[src/rtl/fshp_pkg.sv]
// Package for the flap stepper homing positioner.
// Holds widths, codes and the phase type for the core, its checker and its testbench.
// Depends on nothing.
package fshp_pkg;

  localparam int Cards   = 64;
  localparam int PosW    = 12;
  localparam int StepW   = 13;
  localparam int IdxW    = 8;
  localparam int ActW    = 2;
  localparam int CfgIdxW = 1;
  localparam int HomW    = $clog2((1 << IdxW) / Cards + 1);
  localparam int RedCntW = $clog2(PosW);

  localparam logic [PosW-1:0] MinRev   = PosW'(4);
  localparam logic [PosW-1:0] RevReset = PosW'(2048);
  localparam logic [IdxW:0]   CardsV   = (IdxW + 1)'(Cards);

  typedef enum logic [ActW-1:0] {
    ACT_TICK = 2'd0,
    ACT_MOVE = 2'd1,
    ACT_HOME = 2'd2
  } action_e;

  typedef enum logic [CfgIdxW-1:0] {
    CFG_STEPS_PER_REV = 1'b0,
    CFG_BIAS          = 1'b1
  } cfg_idx_e;

  typedef enum logic [2:0] {
    PH_IDLE     = 3'b001,
    PH_HOMING   = 3'b010,
    PH_STEPPING = 3'b100
  } phase_e;

endpackage

[src/rtl/flap_stepper_homing_positioner_core.sv]
// Flap stepper homing positioner: command decode, homing and stepping control.
// Depends on fshp_pkg for widths, codes and the phase type.
//
//  channel | direction | handshake          | words carried
//  --------+-----------+--------------------+-------------------------------------------
//  in      | input     | in_valid / stall   | action, target_index, switch_level
//  out     | output    | out_valid / stall  | step_pulse, coils_release, busy_res,
//          |           |                    | position, rejected
//  cfg     | input     | cfg_valid / ready  | cfg_index, cfg_data (steps_per_rev, bias)
//
// An accepted word is held in the input register, is worked in a single
// combinational pass and lands in the result register, one word per cycle
// sustained while the output does not stall and no reduction runs. A new word is
// taken while a result waits to be drained, until both registers are full.
// Any configuration write starts a reduction (one remainder bit per cycle)
// of the position and the bias by the revolution length; input is held off during it
// and while cfg_valid is high. Reset clears control state and gives the reset
// registers, already reduced, so no pass runs after reset.
module flap_stepper_homing_positioner_core (
  input  logic                              clk_i,
  input  logic                              rst_ni,
  // input words
  input  logic                              in_valid_i,
  output logic                              in_stall_o,
  input  logic [fshp_pkg::ActW-1:0]         action_i,
  input  logic [fshp_pkg::IdxW-1:0]         target_index_i,
  input  logic                              switch_level_i,
  // result words
  output logic                              out_valid_o,
  input  logic                              out_stall_i,
  output logic                              step_pulse_o,
  output logic                              coils_release_o,
  output logic                              busy_res_o,
  output logic [fshp_pkg::PosW-1:0]         position_o,
  output logic                              rejected_o,
  // configuration writes
  input  logic                              cfg_valid_i,
  output logic                              cfg_ready_o,
  input  logic [fshp_pkg::CfgIdxW-1:0]      cfg_index_i,
  input  logic [fshp_pkg::PosW-1:0]         cfg_data_i
);

  // configuration registers
  logic [fshp_pkg::PosW-1:0]    spr_q, spr_d;
  logic [fshp_pkg::PosW-1:0]    bias_q, bias_d;

  // reduced copies: position and bias modulo the revolution length
  logic [fshp_pkg::PosW-1:0]    pos_mod_q, pos_mod_d;
  logic [fshp_pkg::PosW-1:0]    bias_mod_q, bias_mod_d;

  // reduction sequencer
  logic                         red_busy_q, red_busy_d;
  logic [fshp_pkg::RedCntW-1:0] red_cnt_q, red_cnt_d;
  logic [fshp_pkg::PosW-1:0]    red_pos_q, red_pos_d;
  logic [fshp_pkg::PosW-1:0]    red_bias_q, red_bias_d;

  // control state
  fshp_pkg::phase_e             phase_q, phase_d;
  logic [fshp_pkg::HomW-1:0]    hom_left_q, hom_left_d;
  logic [fshp_pkg::StepW-1:0]   steps_left_q, steps_left_d;
  logic [fshp_pkg::StepW-1:0]   deferred_q, deferred_d;
  logic [fshp_pkg::PosW-1:0]    pos_q, pos_d;
  logic                         prev_sw_q, prev_sw_d;

  // input register
  logic                         in_vld_q, in_vld_d;
  logic [fshp_pkg::ActW-1:0]    act_q;
  logic [fshp_pkg::IdxW-1:0]    idx_q;
  logic                         lvl_q;

  // result register
  logic                         out_vld_q, out_vld_d;
  logic                         res_pulse_q, res_pulse_d;
  logic                         res_rel_q, res_rel_d;
  logic                         res_busy_q, res_busy_d;
  logic [fshp_pkg::PosW-1:0]    res_pos_q;
  logic                         res_rej_q, res_rej_d;

  logic                         cfg_we;
  logic                         in_acc;
  logic                         proc;
  logic [fshp_pkg::PosW-1:0]    rev;

  // working values of the single pass
  logic [fshp_pkg::PosW-1:0]    card_pitch;
  logic [fshp_pkg::IdxW-1:0]    card_one;
  logic [2*fshp_pkg::PosW-1:0]  card_prod;
  logic [fshp_pkg::StepW-1:0]   tgt_sum;
  logic [fshp_pkg::PosW-1:0]    target;
  logic [fshp_pkg::PosW-1:0]    fwd_gap;
  logic [fshp_pkg::StepW-1:0]   pm_inc;
  logic [fshp_pkg::PosW-1:0]    pos_nxt;
  logic [fshp_pkg::HomW-1:0]    hom_dec;
  logic [fshp_pkg::StepW-1:0]   step_dec;

  // reduction step values
  logic [fshp_pkg::StepW-1:0]   rp_sh, rb_sh;

  assign cfg_ready_o = 1'b1;
  assign cfg_we      = cfg_valid_i;

  // revolution length, never below four steps
  assign rev = (spr_q < fshp_pkg::MinRev) ? fshp_pkg::MinRev : spr_q;

  // work the held word when reduction is done and the result slot frees up
  assign proc       = in_vld_q & ~red_busy_q & (~out_vld_q | ~out_stall_i);
  assign in_stall_o = cfg_valid_i | red_busy_q | (in_vld_q & ~proc);
  assign in_acc     = in_valid_i & ~in_stall_o;
  assign in_vld_d   = in_acc | (in_vld_q & ~proc);
  assign out_vld_d  = proc | (out_vld_q & out_stall_i);

  // configuration writes and the restoring remainder sequencer
  always_comb begin
    spr_d      = spr_q;
    bias_d     = bias_q;
    red_busy_d = red_busy_q;
    red_cnt_d  = red_cnt_q;
    red_pos_d  = red_pos_q;
    red_bias_d = red_bias_q;
    bias_mod_d = bias_mod_q;

    rp_sh = {red_pos_q, pos_q[red_cnt_q]};
    rb_sh = {red_bias_q, bias_q[red_cnt_q]};
    if (rp_sh >= {1'b0, rev}) begin
      rp_sh = rp_sh - {1'b0, rev};
    end
    if (rb_sh >= {1'b0, rev}) begin
      rb_sh = rb_sh - {1'b0, rev};
    end

    if (red_busy_q) begin
      red_pos_d  = rp_sh[fshp_pkg::PosW-1:0];
      red_bias_d = rb_sh[fshp_pkg::PosW-1:0];
      red_cnt_d  = red_cnt_q - fshp_pkg::RedCntW'(1);
      if (red_cnt_q == '0) begin
        red_busy_d = 1'b0;
        bias_mod_d = rb_sh[fshp_pkg::PosW-1:0];
      end
    end

    // a write restarts the pass from the top bit
    if (cfg_we) begin
      case (fshp_pkg::cfg_idx_e'(cfg_index_i))
        fshp_pkg::CFG_STEPS_PER_REV: spr_d  = cfg_data_i;
        fshp_pkg::CFG_BIAS:          bias_d = cfg_data_i;
        default: ;
      endcase
      red_busy_d = 1'b1;
      red_cnt_d  = fshp_pkg::RedCntW'(fshp_pkg::PosW - 1);
      red_pos_d  = '0;
      red_bias_d = '0;
    end
  end

  // single pass over the held word
  always_comb begin
    phase_d      = phase_q;
    hom_left_d   = hom_left_q;
    steps_left_d = steps_left_q;
    deferred_d   = deferred_q;
    pos_d        = pos_q;
    pos_mod_d    = pos_mod_q;
    prev_sw_d    = prev_sw_q;
    res_pulse_d  = 1'b0;
    res_rel_d    = 1'b0;
    res_rej_d    = 1'b0;

    card_pitch = fshp_pkg::PosW'(rev / fshp_pkg::Cards);
    card_one   = fshp_pkg::IdxW'(idx_q % fshp_pkg::Cards);
    card_prod  = (2*fshp_pkg::PosW)'(card_pitch) * (2*fshp_pkg::PosW)'(card_one);
    // the card offset stays below rev, so one subtract reduces the sum
    tgt_sum   = {1'b0, bias_mod_q} + {1'b0, card_prod[fshp_pkg::PosW-1:0]};
    if (tgt_sum >= {1'b0, rev}) begin
      tgt_sum = tgt_sum - {1'b0, rev};
    end
    target  = tgt_sum[fshp_pkg::PosW-1:0];
    fwd_gap = (target >= pos_mod_q) ? (target - pos_mod_q) : (target + rev - pos_mod_q);

    pm_inc  = {1'b0, pos_mod_q} + fshp_pkg::StepW'(1);
    pos_nxt = (pm_inc == {1'b0, rev}) ? '0 : pm_inc[fshp_pkg::PosW-1:0];
    hom_dec = (hom_left_q != '0) ? (hom_left_q - fshp_pkg::HomW'(1)) : '0;
    step_dec = (steps_left_q != '0) ? (steps_left_q - fshp_pkg::StepW'(1)) : '0;

    if (proc) begin
      case (fshp_pkg::action_e'(act_q))
        fshp_pkg::ACT_TICK: begin
          case (phase_q)
            fshp_pkg::PH_HOMING: begin
              res_pulse_d = 1'b1;
              // released to pressed: zero the position and count the homing off
              if (prev_sw_q && !lvl_q) begin
                pos_d      = '0;
                pos_mod_d  = '0;
                hom_left_d = hom_dec;
                if (hom_dec == '0) begin
                  if (deferred_q == '0) begin
                    phase_d      = fshp_pkg::PH_IDLE;
                    steps_left_d = '0;
                    res_rel_d    = 1'b1;
                  end else begin
                    phase_d      = fshp_pkg::PH_STEPPING;
                    steps_left_d = deferred_q;
                  end
                end
              end
              prev_sw_d = lvl_q;
            end
            fshp_pkg::PH_STEPPING: begin
              res_pulse_d  = 1'b1;
              pos_d        = pos_nxt;
              pos_mod_d    = pos_nxt;
              steps_left_d = step_dec;
              if (step_dec == '0) begin
                phase_d   = fshp_pkg::PH_IDLE;
                res_rel_d = 1'b1;
              end
            end
            default: ;
          endcase
        end
        fshp_pkg::ACT_MOVE: begin
          if (phase_q != fshp_pkg::PH_IDLE) begin
            res_rej_d = 1'b1;
          end else if ({1'b0, idx_q} < fshp_pkg::CardsV) begin
            deferred_d = '0;
            if (fwd_gap == '0) begin
              steps_left_d = '0;
              res_rel_d    = 1'b1;
            end else begin
              steps_left_d = fshp_pkg::StepW'(fwd_gap);
              phase_d      = fshp_pkg::PH_STEPPING;
            end
          end else begin
            // home index/CARDS times, then step the pre-homing sum
            hom_left_d = fshp_pkg::HomW'(idx_q / fshp_pkg::Cards);
            deferred_d = fshp_pkg::StepW'(pos_mod_q) + fshp_pkg::StepW'(fwd_gap);
            phase_d    = fshp_pkg::PH_HOMING;
          end
        end
        fshp_pkg::ACT_HOME: begin
          if (phase_q != fshp_pkg::PH_IDLE) begin
            res_rej_d = 1'b1;
          end else begin
            hom_left_d = fshp_pkg::HomW'(1);
            deferred_d = fshp_pkg::StepW'(bias_mod_q);
            phase_d    = fshp_pkg::PH_HOMING;
          end
        end
        default: ;
      endcase
    end

    // the reduction pass rewrites the position copy
    if (red_busy_q && red_cnt_q == '0) begin
      pos_mod_d = rp_sh[fshp_pkg::PosW-1:0];
    end

    res_busy_d = (phase_d != fshp_pkg::PH_IDLE);
  end

  always_ff @(posedge clk_i or negedge rst_ni) begin
    if (!rst_ni) begin
      spr_q        <= fshp_pkg::RevReset;
      bias_q       <= '0;
      pos_mod_q    <= '0;
      bias_mod_q   <= '0;
      red_busy_q   <= 1'b0;
      red_cnt_q    <= '0;
      phase_q      <= fshp_pkg::PH_IDLE;
      hom_left_q   <= '0;
      steps_left_q <= '0;
      deferred_q   <= '0;
      pos_q        <= '0;
      prev_sw_q    <= 1'b1;
      in_vld_q     <= 1'b0;
      out_vld_q    <= 1'b0;
    end else begin
      spr_q        <= spr_d;
      bias_q       <= bias_d;
      pos_mod_q    <= pos_mod_d;
      bias_mod_q   <= bias_mod_d;
      red_busy_q   <= red_busy_d;
      red_cnt_q    <= red_cnt_d;
      phase_q      <= phase_d;
      hom_left_q   <= hom_left_d;
      steps_left_q <= steps_left_d;
      deferred_q   <= deferred_d;
      pos_q        <= pos_d;
      prev_sw_q    <= prev_sw_d;
      in_vld_q     <= in_vld_d;
      out_vld_q    <= out_vld_d;
    end
  end

  // payload registers
  always_ff @(posedge clk_i) begin
    red_pos_q  <= red_pos_d;
    red_bias_q <= red_bias_d;
    if (in_acc) begin
      act_q <= action_i;
      idx_q <= target_index_i;
      lvl_q <= switch_level_i;
    end
    if (proc) begin
      res_pulse_q <= res_pulse_d;
      res_rel_q   <= res_rel_d;
      res_busy_q  <= res_busy_d;
      res_pos_q   <= pos_d;
      res_rej_q   <= res_rej_d;
    end
  end

  assign out_valid_o     = out_vld_q;
  assign step_pulse_o    = res_pulse_q;
  assign coils_release_o = res_rel_q;
  assign busy_res_o      = res_busy_q;
  assign position_o      = res_pos_q;
  assign rejected_o      = res_rej_q;

endmodule

[config.mk]
export PLATFORM = sky130hd
export DESIGN_NAME = flap_stepper_homing_positioner_core
export DESIGN_NICKNAME = d
export VERILOG_FILES = /design/src/rtl/fshp_pkg.sv /design/src/rtl/flap_stepper_homing_positioner_core.sv
export SDC_FILE = /design/constraint.sdc
export NUM_CORES = 1
export LEC_CHECK = 0
export BUFFER_PORTS_ARGS = -buffer_cell sky130_fd_sc_hd__buf_2
export CORE_MARGIN = 10
export CORE_UTILIZATION = 35
export DETAILED_ROUTE_END_ITERATION = 16
export GPL_TIMING_DRIVEN = 1
export PLACE_DENSITY = 0.58
export SYNTH_ARGS = -nofsm -noshare
export SYNTH_HDL_FRONTEND = slang
export SYNTH_SLANG_ARGS = --single-unit
[constraint.sdc]
create_clock -name clk_i -period 16.1 [get_ports clk_i]
set_clock_uncertainty 0.1 [all_clocks]
set_input_delay 1.61 -clock clk_i [delete_from_list [all_inputs] [get_ports clk_i]]
set_output_delay 1.61 -clock clk_i [all_outputs]
set_load 0.05 [all_outputs]
==> qor.json <==
{
  "detailed_routing": {
    "vias": 10600,
    "route.detailed.vias_per_inst": 5.45,
    "dr.pass1.iters": 5,
    "final_antenna_net_count": 0,
    "detailedRoute.firstIterationViolations": 831,
    "routed_wire_length_per_instance_um": 19.1,
    "detail_route.drc_violations": 0,
    "detail_route.wirelength_um": 37200
  },
  "finish": {
    "final_layout_size_suffix_gt1_share_pct": 9.64,
    "layout.cells.most_common": "nand2_1",
    "final_cell_mix": "nand2_1 (139), inv_1 (136), nor2_1 (115)",
    "area_growth_syn_to_layout_pct": 10.1,
    "utilization_pct": 39.2,
    "final_net_count": 1647
  },
  "floorplan": {
    "fp.dieW_um": 211,
    "floorplan.die_area_mm2": 0.0444,
    "floorplan.initialDensity_pct": 35.6,
    "core.rowCount": 69,
    "fp.dieH_um": 211,
    "core-area_mm2": 0.0357,
    "top_level_ports": 48
  },
  "yosys": {
    "synth-seq-area-share_pct": 29.8,
    "ys.flop_type": "dfrtp_1",
    "synthesis.yosys.warnings": 0,
    "yosys.area.top_type_share_pct": 19.1,
    "synth-seq-cells": 151,
    "synth_enable_flop_cells": 27,
    "async_reset_ff_share_pct": 66.2,
    "syn_avg_cell_area_um2": 8.75,
    "yosys_top_cell_by_area": "dfrtp_1",
    "netlist-cell-type-count": 84,
    "yosys-top-cells-area": "dfrtp_1 (19%), ha_1 (10%), fa_1 (6.6%), edfxtp_1 (6.4%), xnor2_1 (4.2%)",
    "post_synth_instance_area_mm2": 0.0127,
    "mappedNetlistNets": 1633,
    "synthesis.instances": 1456
  },
  "place": {
    "gpl.final_weighted_congestion": 0.953,
    "port_buffers": 46,
    "place_hpwl_um": 29300,
    "worst_slack_at_placement_ns": 5.17
  },
  "clock_network": {
    "h-tree-depth": 4,
    "postCtsHoldBufs": 0,
    "cts.clk_slew.worst_paths_ns": 0.07,
    "numClockSinks": 151,
    "worstSkewPairLatency_ns": 0.46,
    "post_cts_resize_count": 0,
    "clock_path_buffers": 2,
    "post-cts-setup-buffers": 0,
    "tritoncts_clock_tree": "done",
    "clock-root-buffer": "clkbuf_16",
    "cts-buffers-inserted": 17
  },
  "sta": {
    "final_report_hold_violation_count": 0,
    "min_period_over_period_pct": 68.7,
    "hold-worst-slack_ns": 0.405,
    "timing_worst_slew_pin_value_ns": 1.15,
    "slew_violations": 0,
    "setup_slack_ns": 5.03,
    "final-setup-viol-count": 0,
    "totalNegativeSetupSlack_ns": 0,
    "slew_headroom_pct": 23.2,
    "achievable_frequency_mhz": 90.4,
    "grt_setup_unrepaired": "no",
    "time_the_final_worst_path_needs_with_i_o_delays_and_setup_ns": 11.07
  },
  "critical_path": {
    "critical_path.endpoint_type": "flip-flop",
    "critical_path.slowest_cell": "nor3_4",
    "register_to_register_setup_slack_ns": 5.03,
    "crit_fanout": 17,
    "critPathRequiredTime_ns": 16.37,
    "worst-endpoint-arrival_ns": 11.34,
    "worst-setup-path-type": "reg -> reg",
    "ff2ff_path_depth": 40,
    "timing.critical_path.from_type": "flip-flop",
    "critPathMaxStageDelay_ns": 0.63
  },
  "global_routing": {
    "initial_antenna_violation_count": 1,
    "via_count_of_the_first_global_routing_pass": 10500,
    "grt.met1_usage_pct": 22.2,
    "track_usage_pct": 17.0,
    "grt-ovfl-total": 0,
    "gr-max-usage-layer": "met2",
    "grt_util_met3_pct": 2.77,
    "grt_start_max_net_pins": 66,
    "global_route.usage.met2_pct": 27.9,
    "grt_first_pass_wirelength_um": 59000
  },
  "flow_run": {
    "max_cap_violations": 0
  },
  "min_path": {
    "whs_path_depth": 2,
    "worst_hold_path_type": "reg -> reg"
  },
  "run_status": {
    "outcome": "completed"
  }
}
-- layer usage --
metal  part of all wire (%)  vias up
li1                       -     5144
met1                     45     5101
met2                     47      297
met3                    5.5       54
met4                    2.5        0
met5                      0        -
-- worst paths after layout --
path / from / end
max: spr_q[7]$_DFFE_PN0P_ / deferred_q[11]$_DFFE_PN0P_
min: red_bias_q[6]$_SDFFE_PP0P_ / red_bias_q[6]$_SDFFE_PP0P_
max reg2reg: spr_q[7]$_DFFE_PN0P_ / deferred_q[11]$_DFFE_PN0P_
min reg2reg: red_bias_q[6]$_SDFFE_PP0P_ / red_bias_q[6]$_SDFFE_PP0P_
max in group asynchronous: rst_ni / steps_left_q[11]$_DFFE_PN0P_
min in group asynchronous: rst_ni / pos_q[3]$_DFF_PN0_
-- sequential cells by signal, indices dropped and copies added (netlist names) --
name / flops
idx_q: 8
red_pos_q: 12
step_pulse_o: 1
red_busy_q: 1
act_q: 2
lvl_q: 1
deferred_q: 13
pos_q: 12
spr_q: 12
prev_sw_q: 1
steps_left_q: 13
phase_q: 3
bias_mod_q: 12
bias_q: 12
hom_left_q: 3
red_bias_q: 12
position_o: 12
out_valid_o: 1
coils_release_o: 1
busy_res_o: 1
red_cnt_q: 4
pos_mod_q: 12
rejected_o: 1
in_vld_q: 1
-- area by class of cell --
type | count | area (um^2)
diodes | 1 | 2.50
clock buffers | 22 | 508
clock inverters | 10 | 128
fillers | 3682 | 21700
inverters | 137 | 514
multi-input cells | 1109 | 8200
flip-flops and latches | 151 | 3800
well taps | 461 | 577
repair buffers | 54 | 293
-- worst max-delay path, delay by kind of cell, from the launching register on --
kind                       cells  cell delay [ns]
and+or+nand+nor               11             2.68
adders and majority gates      8             3.44
DFF                            1             0.60
buffers and inverters          2             0.12
xor gates and xnor gates       2             0.34
AOI/OAI and AO/OA             15             2.91
muxes                          2             0.74
-- cells in the mapped netlist, types with 17 or more instances --
master / count
a211oi_1: 31
a21o_1: 26
a21oi_1: 79
a22oi_1: 19
and2_1: 33
clkbuf_1: 55
dfrtp_1: 97
dfxtp_1: 24
edfxtp_1: 27
fa_1: 42
ha_1: 106
inv_1: 136
mux2_2: 26
mux2i_1: 30
nand2_1: 139
nand2b_1: 26
nand4_1: 18
nor2_1: 115
nor2b_1: 17
nor3_1: 23
o21ai_0: 93
xnor2_1: 61
xor2_1: 24
-- cell families after synthesis --
family                     count (synthesis)  share of synthesized area [%]
buffers and inverters                    196                           5.87
AOI/OAI and AO/OA                        357                           17.8
xor gates and xnor gates                  85                           5.85
other                                      1                         0.0294
adders and majority gates                148                           17.0
and+or+nand+nor                          452                           17.5
muxes                                     66                           6.09
DFF                                      151                           29.8
-- per-stage QoR --
step | std cells | area [um^2]
after floorplan | 1456 | 12700
after global placement | 1912 | 13400
after detailed placement | 1912 | 13400
after CTS | 1944 | 14000
after global routing | 1944 | 14000
final | 1945 | 14000
Power is left out: the tool's default activity adds up to more than one toggle a clock period on the data nets, which glitch-free logic cannot reach.
